**src/hdl/pdxc_pkg.sv**
```systemverilog
// Shared types and constants for the packet deframer.
// No dependencies; used by the parser, result queue and top level.
package pdxc_pkg;

    localparam logic [3:0] SEQ_CHK_BYTES = 4'd8;   // header bytes holding sequence and checksum
    localparam logic [3:0] HDR_LAST      = 4'd11;  // index of the final header byte
    localparam logic [7:0] PAD_BYTE      = 8'hAB;

    localparam logic KIND_DATA    = 1'b0;
    localparam logic KIND_VERDICT = 1'b1;

    localparam int unsigned FIFO_DEPTH = 4;
    localparam int unsigned FIFO_PTR_W = 2;
    localparam int unsigned FIFO_CNT_W = 3;

    typedef enum logic [1:0] {
        ST_GOOD     = 2'd0,
        ST_BAD      = 2'd1,
        ST_TOO_LONG = 2'd2,
        ST_TRUNC    = 2'd3
    } t_status;

    typedef struct packed {
        logic        kind;
        logic [7:0]  payload_byte;
        logic [31:0] seq;
        logic [15:0] len;
        t_status     status;
        logic        last;
    } t_result;

    // up to two results produced by one accepted byte
    typedef struct packed {
        logic [1:0] cnt;
        t_result    r0;
        t_result    r1;
    } t_push;

endpackage

```
**src/hdl/pdxc_parser.sv**
```systemverilog
// Header/payload parser with running XOR-32 checksum and config register.
// Depends on pdxc_pkg; produces up to two results per accepted byte.
module pdxc_parser #(
    parameter int LENGTH_BITS = 16
) (
    input  logic                i_clk,
    input  logic                i_rst_n,
    input  logic                i_cfg_wr_en,
    input  logic [15:0]         i_cfg_wr_data,
    input  logic                i_take,
    input  logic [7:0]          i_byte,
    input  logic                i_eos,
    output pdxc_pkg::t_push     o_push
);

    localparam logic [31:0] LEN_MASK = 32'((64'd1 << LENGTH_BITS) - 64'd1);

    typedef enum logic {PH_HEADER, PH_PAYLOAD} t_phase;

    t_phase                  r_phase, n_phase;
    logic [3:0]              r_hcnt, n_hcnt;
    logic [63:0]             r_hdr, n_hdr;
    logic [31:0]             r_len, n_len;
    logic [LENGTH_BITS-1:0]  r_cnt, n_cnt;
    logic [31:0]             r_acc, n_acc;
    logic [15:0]             r_max_len;

    logic [31:0]             seq, chk, len_in, v_len, byte_word, pad_word, acc_x, acc_fin;
    logic [LENGTH_BITS-1:0]  cnt_inc;
    logic                    prim_v, sec_v, trunc_v, pkt_done, hdr_done;
    pdxc_pkg::t_result       prim, sec, trunc;

    function automatic pdxc_pkg::t_result mk(
        logic kind, logic [7:0] pb, logic vis, logic [31:0] sq, logic [31:0] ln,
        pdxc_pkg::t_status st
    );
        pdxc_pkg::t_result r;
        r.kind         = kind;
        r.payload_byte = pb;
        r.seq          = vis ? sq : 32'd0;
        r.len          = !vis ? 16'd0 : ((|ln[31:16]) ? 16'hFFFF : ln[15:0]);
        r.status       = st;
        r.last         = 1'b0;
        return r;
    endfunction

    assign seq     = r_hdr[63:32];
    assign chk     = r_hdr[31:0];
    assign len_in  = {r_len[23:0], i_byte};
    assign cnt_inc = r_cnt + 1'b1;
    assign v_len   = (r_phase == PH_HEADER) ? len_in : r_len;

    // place the byte into its big-endian lane; pad the lanes after it
    always_comb begin
        unique case (r_cnt[1:0])
            2'd0: begin
                byte_word = {i_byte, 24'd0};
                pad_word  = {8'd0, {3{pdxc_pkg::PAD_BYTE}}};
            end
            2'd1: begin
                byte_word = {8'd0, i_byte, 16'd0};
                pad_word  = {16'd0, {2{pdxc_pkg::PAD_BYTE}}};
            end
            2'd2: begin
                byte_word = {16'd0, i_byte, 8'd0};
                pad_word  = {24'd0, pdxc_pkg::PAD_BYTE};
            end
            default: begin
                byte_word = {24'd0, i_byte};
                pad_word  = 32'd0;
            end
        endcase
    end

    assign acc_x   = r_acc ^ byte_word;
    assign acc_fin = acc_x ^ pad_word;

    always_comb begin
        n_phase  = r_phase;
        n_hcnt   = r_hcnt;
        n_hdr    = r_hdr;
        n_len    = r_len;
        n_cnt    = r_cnt;
        n_acc    = r_acc;
        prim_v   = 1'b0;
        sec_v    = 1'b0;
        pkt_done = 1'b0;
        hdr_done = 1'b0;
        prim     = mk(pdxc_pkg::KIND_DATA, i_byte, 1'b1, seq, r_len, pdxc_pkg::ST_GOOD);
        sec      = mk(pdxc_pkg::KIND_VERDICT, 8'd0, 1'b1, seq, r_len,
                      (acc_fin == chk) ? pdxc_pkg::ST_GOOD : pdxc_pkg::ST_BAD);
        if (i_take) begin
            unique case (r_phase)
                PH_HEADER: begin
                    if (r_hcnt < pdxc_pkg::SEQ_CHK_BYTES) begin
                        n_hdr = {r_hdr[55:0], i_byte};
                    end else begin
                        n_len = len_in;
                    end
                    n_hcnt = r_hcnt + 4'd1;
                    if (r_hcnt == pdxc_pkg::HDR_LAST) begin
                        hdr_done = 1'b1;
                        n_hcnt   = 4'd0;
                        n_cnt    = '0;
                        n_acc    = seq;
                        if (len_in > {16'd0, r_max_len} || len_in > LEN_MASK) begin
                            prim_v   = 1'b1;
                            pkt_done = 1'b1;
                            prim     = mk(pdxc_pkg::KIND_VERDICT, 8'd0, 1'b1, seq, len_in,
                                          pdxc_pkg::ST_TOO_LONG);
                        end else if (len_in == 32'd0) begin
                            prim_v   = 1'b1;
                            pkt_done = 1'b1;
                            prim     = mk(pdxc_pkg::KIND_VERDICT, 8'd0, 1'b1, seq, len_in,
                                          (seq == chk) ? pdxc_pkg::ST_GOOD : pdxc_pkg::ST_BAD);
                        end else begin
                            n_phase = PH_PAYLOAD;
                        end
                    end
                end
                PH_PAYLOAD: begin
                    hdr_done = 1'b1;
                    prim_v   = 1'b1;
                    n_acc    = acc_x;
                    n_cnt    = cnt_inc;
                    if (cnt_inc == r_len[LENGTH_BITS-1:0]) begin
                        sec_v    = 1'b1;
                        pkt_done = 1'b1;
                        n_phase  = PH_HEADER;
                        n_cnt    = '0;
                    end
                end
                default: ;
            endcase
            if (i_eos) begin
                n_phase = PH_HEADER;
                n_hcnt  = 4'd0;
                n_cnt   = '0;
            end
        end
    end

    assign trunc_v = i_take && i_eos && !pkt_done;
    assign trunc   = mk(pdxc_pkg::KIND_VERDICT, 8'd0, hdr_done, seq, v_len,
                        pdxc_pkg::ST_TRUNC);

    always_comb begin
        o_push.cnt = {1'b0, prim_v} + {1'b0, sec_v} + {1'b0, trunc_v};
        o_push.r0  = prim_v ? prim : trunc;
        o_push.r1  = sec_v ? sec : trunc;
        o_push.r0.last = (o_push.cnt == 2'd1);
        o_push.r1.last = 1'b1;
    end

    always_ff @(posedge i_clk) begin
        if (!i_rst_n) begin
            r_phase   <= PH_HEADER;
            r_hcnt    <= 4'd0;
            r_cnt     <= '0;
            r_max_len <= 16'hFFFF;
        end else begin
            r_phase <= n_phase;
            r_hcnt  <= n_hcnt;
            r_cnt   <= n_cnt;
            if (i_cfg_wr_en) begin
                r_max_len <= i_cfg_wr_data;
            end
        end
    end

    always_ff @(posedge i_clk) begin
        r_hdr <= n_hdr;
        r_len <= n_len;
        r_acc <= n_acc;
    end

endmodule

```
**src/hdl/pdxc_res_fifo.sv**
```systemverilog
// Four-entry result queue taking up to two results per cycle.
// Depends on pdxc_pkg; its head drives the output stream.
module pdxc_res_fifo (
    input  logic                i_clk,
    input  logic                i_rst_n,
    input  pdxc_pkg::t_push     i_push,
    input  logic                i_pop_ready,
    output logic                o_valid,
    output pdxc_pkg::t_result   o_head,
    output logic                o_space
);

    localparam int unsigned DEPTH = pdxc_pkg::FIFO_DEPTH;
    localparam int unsigned PW    = pdxc_pkg::FIFO_PTR_W;
    localparam int unsigned CW    = pdxc_pkg::FIFO_CNT_W;

    pdxc_pkg::t_result r_mem [DEPTH];
    logic [PW-1:0]     r_wp, r_rp, wp1;
    logic [CW-1:0]     r_cnt;
    logic              pop;

    assign o_valid = (r_cnt != '0);
    assign o_head  = r_mem[r_rp];
    assign pop     = o_valid && i_pop_ready;
    assign wp1     = r_wp + 1'b1;
    // room for a worst-case two-result byte
    assign o_space = (r_cnt <= CW'(DEPTH - 2));

    always_ff @(posedge i_clk) begin
        if (!i_rst_n) begin
            r_wp  <= '0;
            r_rp  <= '0;
            r_cnt <= '0;
        end else begin
            r_wp  <= r_wp + PW'(i_push.cnt);
            r_cnt <= r_cnt + CW'(i_push.cnt) - CW'(pop);
            if (pop) begin
                r_rp <= r_rp + 1'b1;
            end
        end
    end

    always_ff @(posedge i_clk) begin
        if (i_push.cnt != 2'd0) begin
            r_mem[r_wp] <= i_push.r0;
        end
        if (i_push.cnt == 2'd2) begin
            r_mem[wp1] <= i_push.r1;
        end
    end

endmodule

```
**src/hdl/packet_deframer_xor_checksum.sv**
```systemverilog
// Top level of the length-prefixed packet deframer with XOR-32 checksum check.
// Depends on pdxc_pkg, pdxc_parser and pdxc_res_fifo.
//
// Channel   Dir  Payload                                          Marker
// s_axis    in   tdata[7:0] stream_byte                           tlast = end_of_stream
// m_axis    out  tdata: byte, seq, length, status (see port)      tlast = last, tuser = kind
// cfg       in   wr_data[15:0] max_payload_length                 wr_en
//
// One byte is accepted per clock while the queue has room; its results are queued at
// the accepting edge and are offered on m_axis from the next cycle, behind older results.
// A byte causing two results (payload byte plus verdict) fills the queue by two, so input
// ready drops for a cycle when three results are queued and the output drains one per cycle.
// The queue is four deep; s_axis ready is high while at least two entries are free.
// Synchronous active-low reset: parser at header start, queue empty, max length 65535.
module packet_deframer_xor_checksum #(
    parameter int LENGTH_BITS = 16
) (
    input  logic        i_clk,
    input  logic        i_rst_n,
    input  logic        i_cfg_wr_en,
    input  logic [15:0] i_cfg_wr_data,
    input  logic        i_s_axis_tvalid,
    output logic        o_s_axis_tready,
    input  logic [7:0]  i_s_axis_tdata,   // [7:0] stream_byte
    input  logic        i_s_axis_tlast,
    output logic        o_m_axis_tvalid,
    input  logic        i_m_axis_tready,
    output logic [63:0] o_m_axis_tdata,   // [7:0] payload_byte, [39:8] sequence_number,
                                          // [55:40] payload_length, [57:56] verdict_status
    output logic        o_m_axis_tlast,
    output logic        o_m_axis_tuser    // [0] result_kind
);

    pdxc_pkg::t_push    push;
    pdxc_pkg::t_result  head;
    logic               space;
    logic               take;

    assign take            = i_s_axis_tvalid && space;
    assign o_s_axis_tready = space;

    pdxc_parser #(
        .LENGTH_BITS (LENGTH_BITS)
    ) u_parser (
        .i_clk         (i_clk),
        .i_rst_n       (i_rst_n),
        .i_cfg_wr_en   (i_cfg_wr_en),
        .i_cfg_wr_data (i_cfg_wr_data),
        .i_take        (take),
        .i_byte        (i_s_axis_tdata),
        .i_eos         (i_s_axis_tlast),
        .o_push        (push)
    );

    pdxc_res_fifo u_fifo (
        .i_clk       (i_clk),
        .i_rst_n     (i_rst_n),
        .i_push      (push),
        .i_pop_ready (i_m_axis_tready),
        .o_valid     (o_m_axis_tvalid),
        .o_head      (head),
        .o_space     (space)
    );

    assign o_m_axis_tdata = {6'd0, head.status, head.len, head.seq, head.payload_byte};
    assign o_m_axis_tlast = head.last;
    assign o_m_axis_tuser = head.kind;

endmodule

```
**config.mk**
```make
export PLATFORM = sky130hd
export DESIGN_NAME = packet_deframer_xor_checksum
export DESIGN_NICKNAME = d
export VERILOG_FILES = /design/src/hdl/pdxc_pkg.sv /design/src/hdl/pdxc_parser.sv /design/src/hdl/pdxc_res_fifo.sv /design/src/hdl/packet_deframer_xor_checksum.sv
export SDC_FILE = /design/constraint.sdc
export NUM_CORES = 1
export LEC_CHECK = 0
export BUFFER_PORTS_ARGS = -buffer_cell sky130_fd_sc_hd__buf_4
export CAP_MARGIN = 10
export CORE_ASPECT_RATIO = 0.6
export CORE_UTILIZATION = 40
export DETAILED_ROUTE_END_ITERATION = 12
export GPL_TIMING_DRIVEN = 0
export MAX_ROUTING_LAYER = met4
export PLACE_DENSITY_LB_ADDON = 0.05
export SYNTH_ARGS = -nofsm -noshare
export SYNTH_HDL_FRONTEND = slang
export SYNTH_SLANG_ARGS = --single-unit
```
**constraint.sdc**
```tcl
create_clock -name i_clk -period 7.85 [get_ports i_clk]
set_input_delay 0.785 -clock i_clk [delete_from_list [all_inputs] [get_ports i_clk]]
set_output_delay 0.785 -clock i_clk [all_outputs]
set_load 0.01 [all_outputs]
```
# [Word level (Yosys, flattened, before mapping)]
# Memory sizes are Yosys's and may differ from the RTL's. A register that Yosys moved wholly into a read port is not among the register bits.
# Cells that the tools add are included.
[word_totals] out_inout_bits=68 register_bits=172 inputBits=30 ramBits=240 elab_cells=108 memories=1
[mem_list] memory="u_fifo.r_mem" words=4 word_bits=60 rd=1 rd_ports_with_merged_regs=1 write_ports=2 line_no="pdxc_res_fifo.sv:17" source="pdxc_pkg::t_result r_mem [DEPTH];"
[classes] muxes=51 n_eq_ne=11 n_bitwise=4 reduce_logical=18 order_cmp=4 addsub=9
[ops] cell="60-bit 2-to-1 mux" count=6
[ops] cell="16-bit 2-to-1 mux" count=7
[ops] cell="32-bit 2-to-1 mux" count=3
[ops] cell="32-bit one-hot mux with 3 select lines" count=1
[ops] cell="24-bit one-hot mux with 3 select lines" count=1
[ops] cell="32-bit equality test" count=2
[ops] cell="32-bit one-hot mux with 2 select lines" count=1
[ops] cell="51-bit 2-to-1 mux" count=1
[ops] cell="16-bit OR reduction" count=3
[ops] cell="32-bit by 16-bit greater-than comparator with 1-bit output" count=1
[ops] cell="32-bit by 16-bit greater-than comparator with 1-bit output, second input constant" count=1
[ops] cell="32-bit zero test" count=1
[ops] cell="16-bit one-hot mux with 2 select lines" count=1
[ops] cell="32-bit by 24-bit bitwise XOR with 32-bit output" count=1
[ops] cell="32-bit bitwise XOR" count=1
[ops] cell="1-bit 2-to-1 mux" count=21
[ops] cell="16-bit by 1-bit adder with 16-bit output, second input constant" count=1
[ops] cell="16-bit equality test" count=1
[ops] cell="4-bit 2-to-1 mux" count=3
[ops] cell="1-bit one-hot mux with 2 select lines" count=4
[ops] cell="2-bit AND reduction" count=3
[ops] cell="3-bit AND reduction" count=2
[ops] cell="2-bit by 1-bit adder with 2-bit output, second input constant" count=2
[ops] cell="4-bit by 1-bit adder with 4-bit output, second input constant" count=1
[ops] cell="other kinds (20)" count=28

# [Logic depth before layout (Yosys ltp)]
[depth] word_depth=12 depth_mapped=20 depth_no_buf=18

# [Cells and area by module]
# From an unflattened synthesis, not the netlist that was laid out.
[hier_totals] hier_cells=1559 area_unflattened_um2=21516.9
[modules_own_cells] module="pdxc_res_fifo" cells_each=631 seq_area_each_um2=7387.1 area_per_inst_um2=12056.6 instances=1
[modules_own_cells] module="pdxc_parser" cells_each=920 seq_area_each_um2=4584.4 area_per_inst_um2=9405.3 instances=1
[modules_own_cells] module="packet_deframer_xor_checksum" cells_each=8 seq_area_each_um2=0.0 area_per_inst_um2=55.1 instances=1

# [Worst setup path before layout]
# Ideal clock, no wire load.
[synth_timing] kind="register to register" from="register u_parser.r_phase" to="register u_parser.r_hdr[0], enable pin" required_ns=7.285 path_buffers=4 arrival_time_ns=5.369 setup_ns=0.565 slack_ns=1.916 path_stages_with_launch=6 period_less_slack_ns=5.934 path_cell_list="dfxtp_1 -> buf_4 -> buf_6 -> clkbuf_1 -> buf_1 -> nor3_1"
[synth_between] elab_chain_cells=2
[synth_rtl] item="start, declared" line_no="pdxc_parser.sv:20" source="t_phase r_phase, n_phase;"
[synth_rtl] item="start signal, assigned" line_no="pdxc_parser.sv:162" source="r_phase <= n_phase;"
[synth_rtl] item="1-bit NOT"
[synth_rtl] item="3-bit AND reduction (no source line)"
[synth_rtl] item="end signal, assigned" line_no="pdxc_parser.sv:172" source="r_hdr <= n_hdr;"
[synth_rtl] item="end, declared" line_no="pdxc_parser.sv:22" source="logic [63:0] r_hdr, n_hdr;"
# No other way between the ends.
# A chain may end at the register's enable or synchronous reset.

==> metrics.cfg <==
[status]
outcome = finished, final reports clean

[final_layout]
final_cell_mix = edfxtp_1, nor2_1, nand2_1, buf_4, xnor2_1
syn2layout_area_growth_pct = 16.06
num_antenna_cells = 0
fin_area_um2 = 22520
nets = 1699
fin_cells = 2313
final_common_cell = edfxtp_1
fillCellCount = 4312
drive_gt1_share_pct = 16.50

[clock_tree]
cts_resized = 0
path_clk_slew_ns = 0.06
clockBufferDepth = 3
post_cts_buffers = 0
clockRootBuffer = clkbuf_16
tritoncts = yes
cts.sinks = 414
clk_latency_ns = 0.56
h-tree-depth = 2
numCtsBuffers = 43
cts-hold-fix-buffers = 0

[timing]
max_slew_margin_pct = 17.79
finalCriticalPeriod_ns = 6.590
setup_viol_count_final = 0
worstMarginPinSlew_ns = 1.233
fmax_mhz = 151.7
rsz0062_at_grt = no
holdWs_ns = 0.4445
maxSlewViolCount = 0
finClkSkew_ns = 0.01450
hold_viol = 0
fin_crit_sh_pct = 83.95

[synthesis]
syn_inst = 1489
yosys_warnings = 0
synth-seq-cells = 414
synth_top_cell_area_share_pct = 50.75
synth_top_area_cell = edfxtp_1
synthTopCellsByArea = edfxtp_1, dfxtp_1, mux4_2
netlist_area_um2 = 19410
syn_area_per_cell_um2 = 13.03
async_flop_share_pct = 0
yosysSeqAreaShare_pct = 59.62
ys_types = 74
yosys_most_used_dff = edfxtp_1
synth_edf_count = 328

[detailed_routing]
drt_iter0_drc = 1314
wire_per_inst_um = 24.68
drcViolationCount = 0
first_pass_iters = 5
wl_mm = 57.09
viasPerCell = 5.558
num_vias = 12860
ant_nets = 0

[floorplan]
ios = 98
core_area_um2 = 47860
initial_core_util_pct = 40.55
die_area_um2 = 49430
dieWidth_um = 286.4
fp-row-count = 62
die_h_um = 172.6

[placement]
placed_area_um2 = 21140
routabilityCongestion = 0.8799
port_buffers = 91
place_inst = 2237
hpwl_mm = 40.11

[setup_path]
crit_chain = a21oi_1 > and2_1 > clkbuf_1 > o21ai_0 > inv_1 > clkbuf_1 > nand2_1 > o21bai_1 > fa_1 > nand3b_1 > a21oi_1 > a21oi_1 > clkbuf_1 > inv_2 > buf_12
cp_data_required_time_ns = 8.13
cp.arrival_ns = 6.87
worstSetupPathType = register to register
cpPeakStageDelay_ns = 0.94
cp-end-kind = register
start_kind = register
worstRegToRegCells = 15
crit_path_top_delay_cell = a21oi_1
critPathMaxFanout = 32

[pwr]
peakVddDrop_uv = 155.2
p_leak_nw = 8.184
pwr_density_cell_nw_per_um2 = 261.5

[grt]
grt_pass1_vias = 12720
grt_util_met3_pct = 4.393
met1_usage_pct = 38.77
grtUsageTotal_pct = 23.99
antenna_found_initial = 1
grt-busiest-layer = met1
grt_pass1_wl_mm = 84.75
use_met2_pct = 30.61
grt_max_degree = 52
overflow = 0

[job]
cap_violations = 0

[min_path]
hold_class = input pin to register
hold_depth = 3

-- metal layers --
layer | part of all wire (%) | vias to the layer above
met5 | 0 | -
met4 | 1.7 | 0
met3 | 7.7 | 79
met2 | 40 | 448
met1 | 51 | 6528
li1 | - | 5800
-- cells by family (layout without fill, tap and decap cells) --
family                   Yosys count  count (layout)  share of synthesized area, %
other                              1               6                       0.01932
AND/OR/NAND/NOR                  492             492                         13.45
XOR/XNOR                         148             148                         7.105
flip-flops                       414             414                         59.62
multiplexers                      76              76                         7.794
buffers and inverters            143             322                         3.436
adder cells (fa/ha/maj)           26              26                         1.792
AO/OA/AOI/OAI                    189             189                         6.782
-- registers in the layout (all words and copies together), names as in the netlist, 3 cells and up, named ones only --
| name | flops |
|---|---|
| u_parser.r_acc | 32 |
| u_parser.r_hcnt | 4 |
| u_parser.r_len | 32 |
| u_fifo.r_mem | 240 |
| u_parser.r_max_len | 16 |
| u_parser.r_hdr | 64 |
| u_fifo.r_cnt | 3 |
| u_parser.r_cnt | 16 |
-- through the flow --
stage | worst slack [ns] | power (mW) | util [%] | TNS, ns
4_1_cts | 1.412 | 5.933 | 47.03 | 0
5_1_grt | 0.9097 | 6.120 | 47.06 | 0
3_3_place_gp | -1.069 | 3.883 | 43.69 | -139.37
6_report | 1.260 | 5.889 | 47.06 | 0
3_5_place_dp | 0.9565 | 3.889 | 44.16 | 0
2_1_floorplan | 1.916 | 3.383 | - | 0
-- critical path, delay by kind of cell (launching register included) --
kind	cells	cell delay, ns
buf+inv	6	2.62
simple gates	3	0.62
compound gates	5	2.11
flops	1	0.34
fa+ha+maj	1	0.55
-- worst paths after layout --
| check | startpoint | to | slack, ns |
|---|---|---|---|
| worst max-delay path | u_fifo.r_cnt[1] | u_fifo.r_mem[2][26] | 1.26 |
| worst min-delay path | i_cfg_wr_data[5] | u_parser.r_max_len[5] | 0.44 |
| worst max register to register | u_fifo.r_cnt[1] | u_fifo.r_mem[2][26] | 1.26 |
| worst min register to register | u_fifo.r_mem[0][59] | u_fifo.r_mem[0][59] | 0.45 |
-- cell usage after synthesis (41+ instances only) --
master	count
and2_1	74
mux4_2	60
edfxtp_1	328
nor2_1	121
and3_1	71
a21oi_1	56
inv_1	41
xnor2_1	87
clkbuf_1	64
xor2_1	55
nand2_1	101
dfxtp_1	86
-- area by class of cell --
class / count / area [um^2] / share of cell area (%)
flip-flops and latches: 414 / 11570 / 51.37
multi-input cells: 937 / 7193 / 31.94
clock buffers: 63 / 1244 / 5.522
repair buffers: 104 / 912.1 / 4.050
well taps: 640 / 800.8 / 3.555
plain buffers: 101 / 518.0 / 2.300
inverters: 42 / 157.7 / 0.6999
clock inverters: 12 / 127.6 / 0.5666
-- power breakdown --
part           switching (mW)  internal (mW)  total (mW)  leakage [nW]
Clock                   0.875           1.17        2.04         0.672
Sequential              0.177           2.56        2.74          3.98
Combinational           0.591          0.522        1.11          3.53
Total                    1.64           4.25        5.89          8.18
Note: power is estimated with default switching activity, not from simulation.
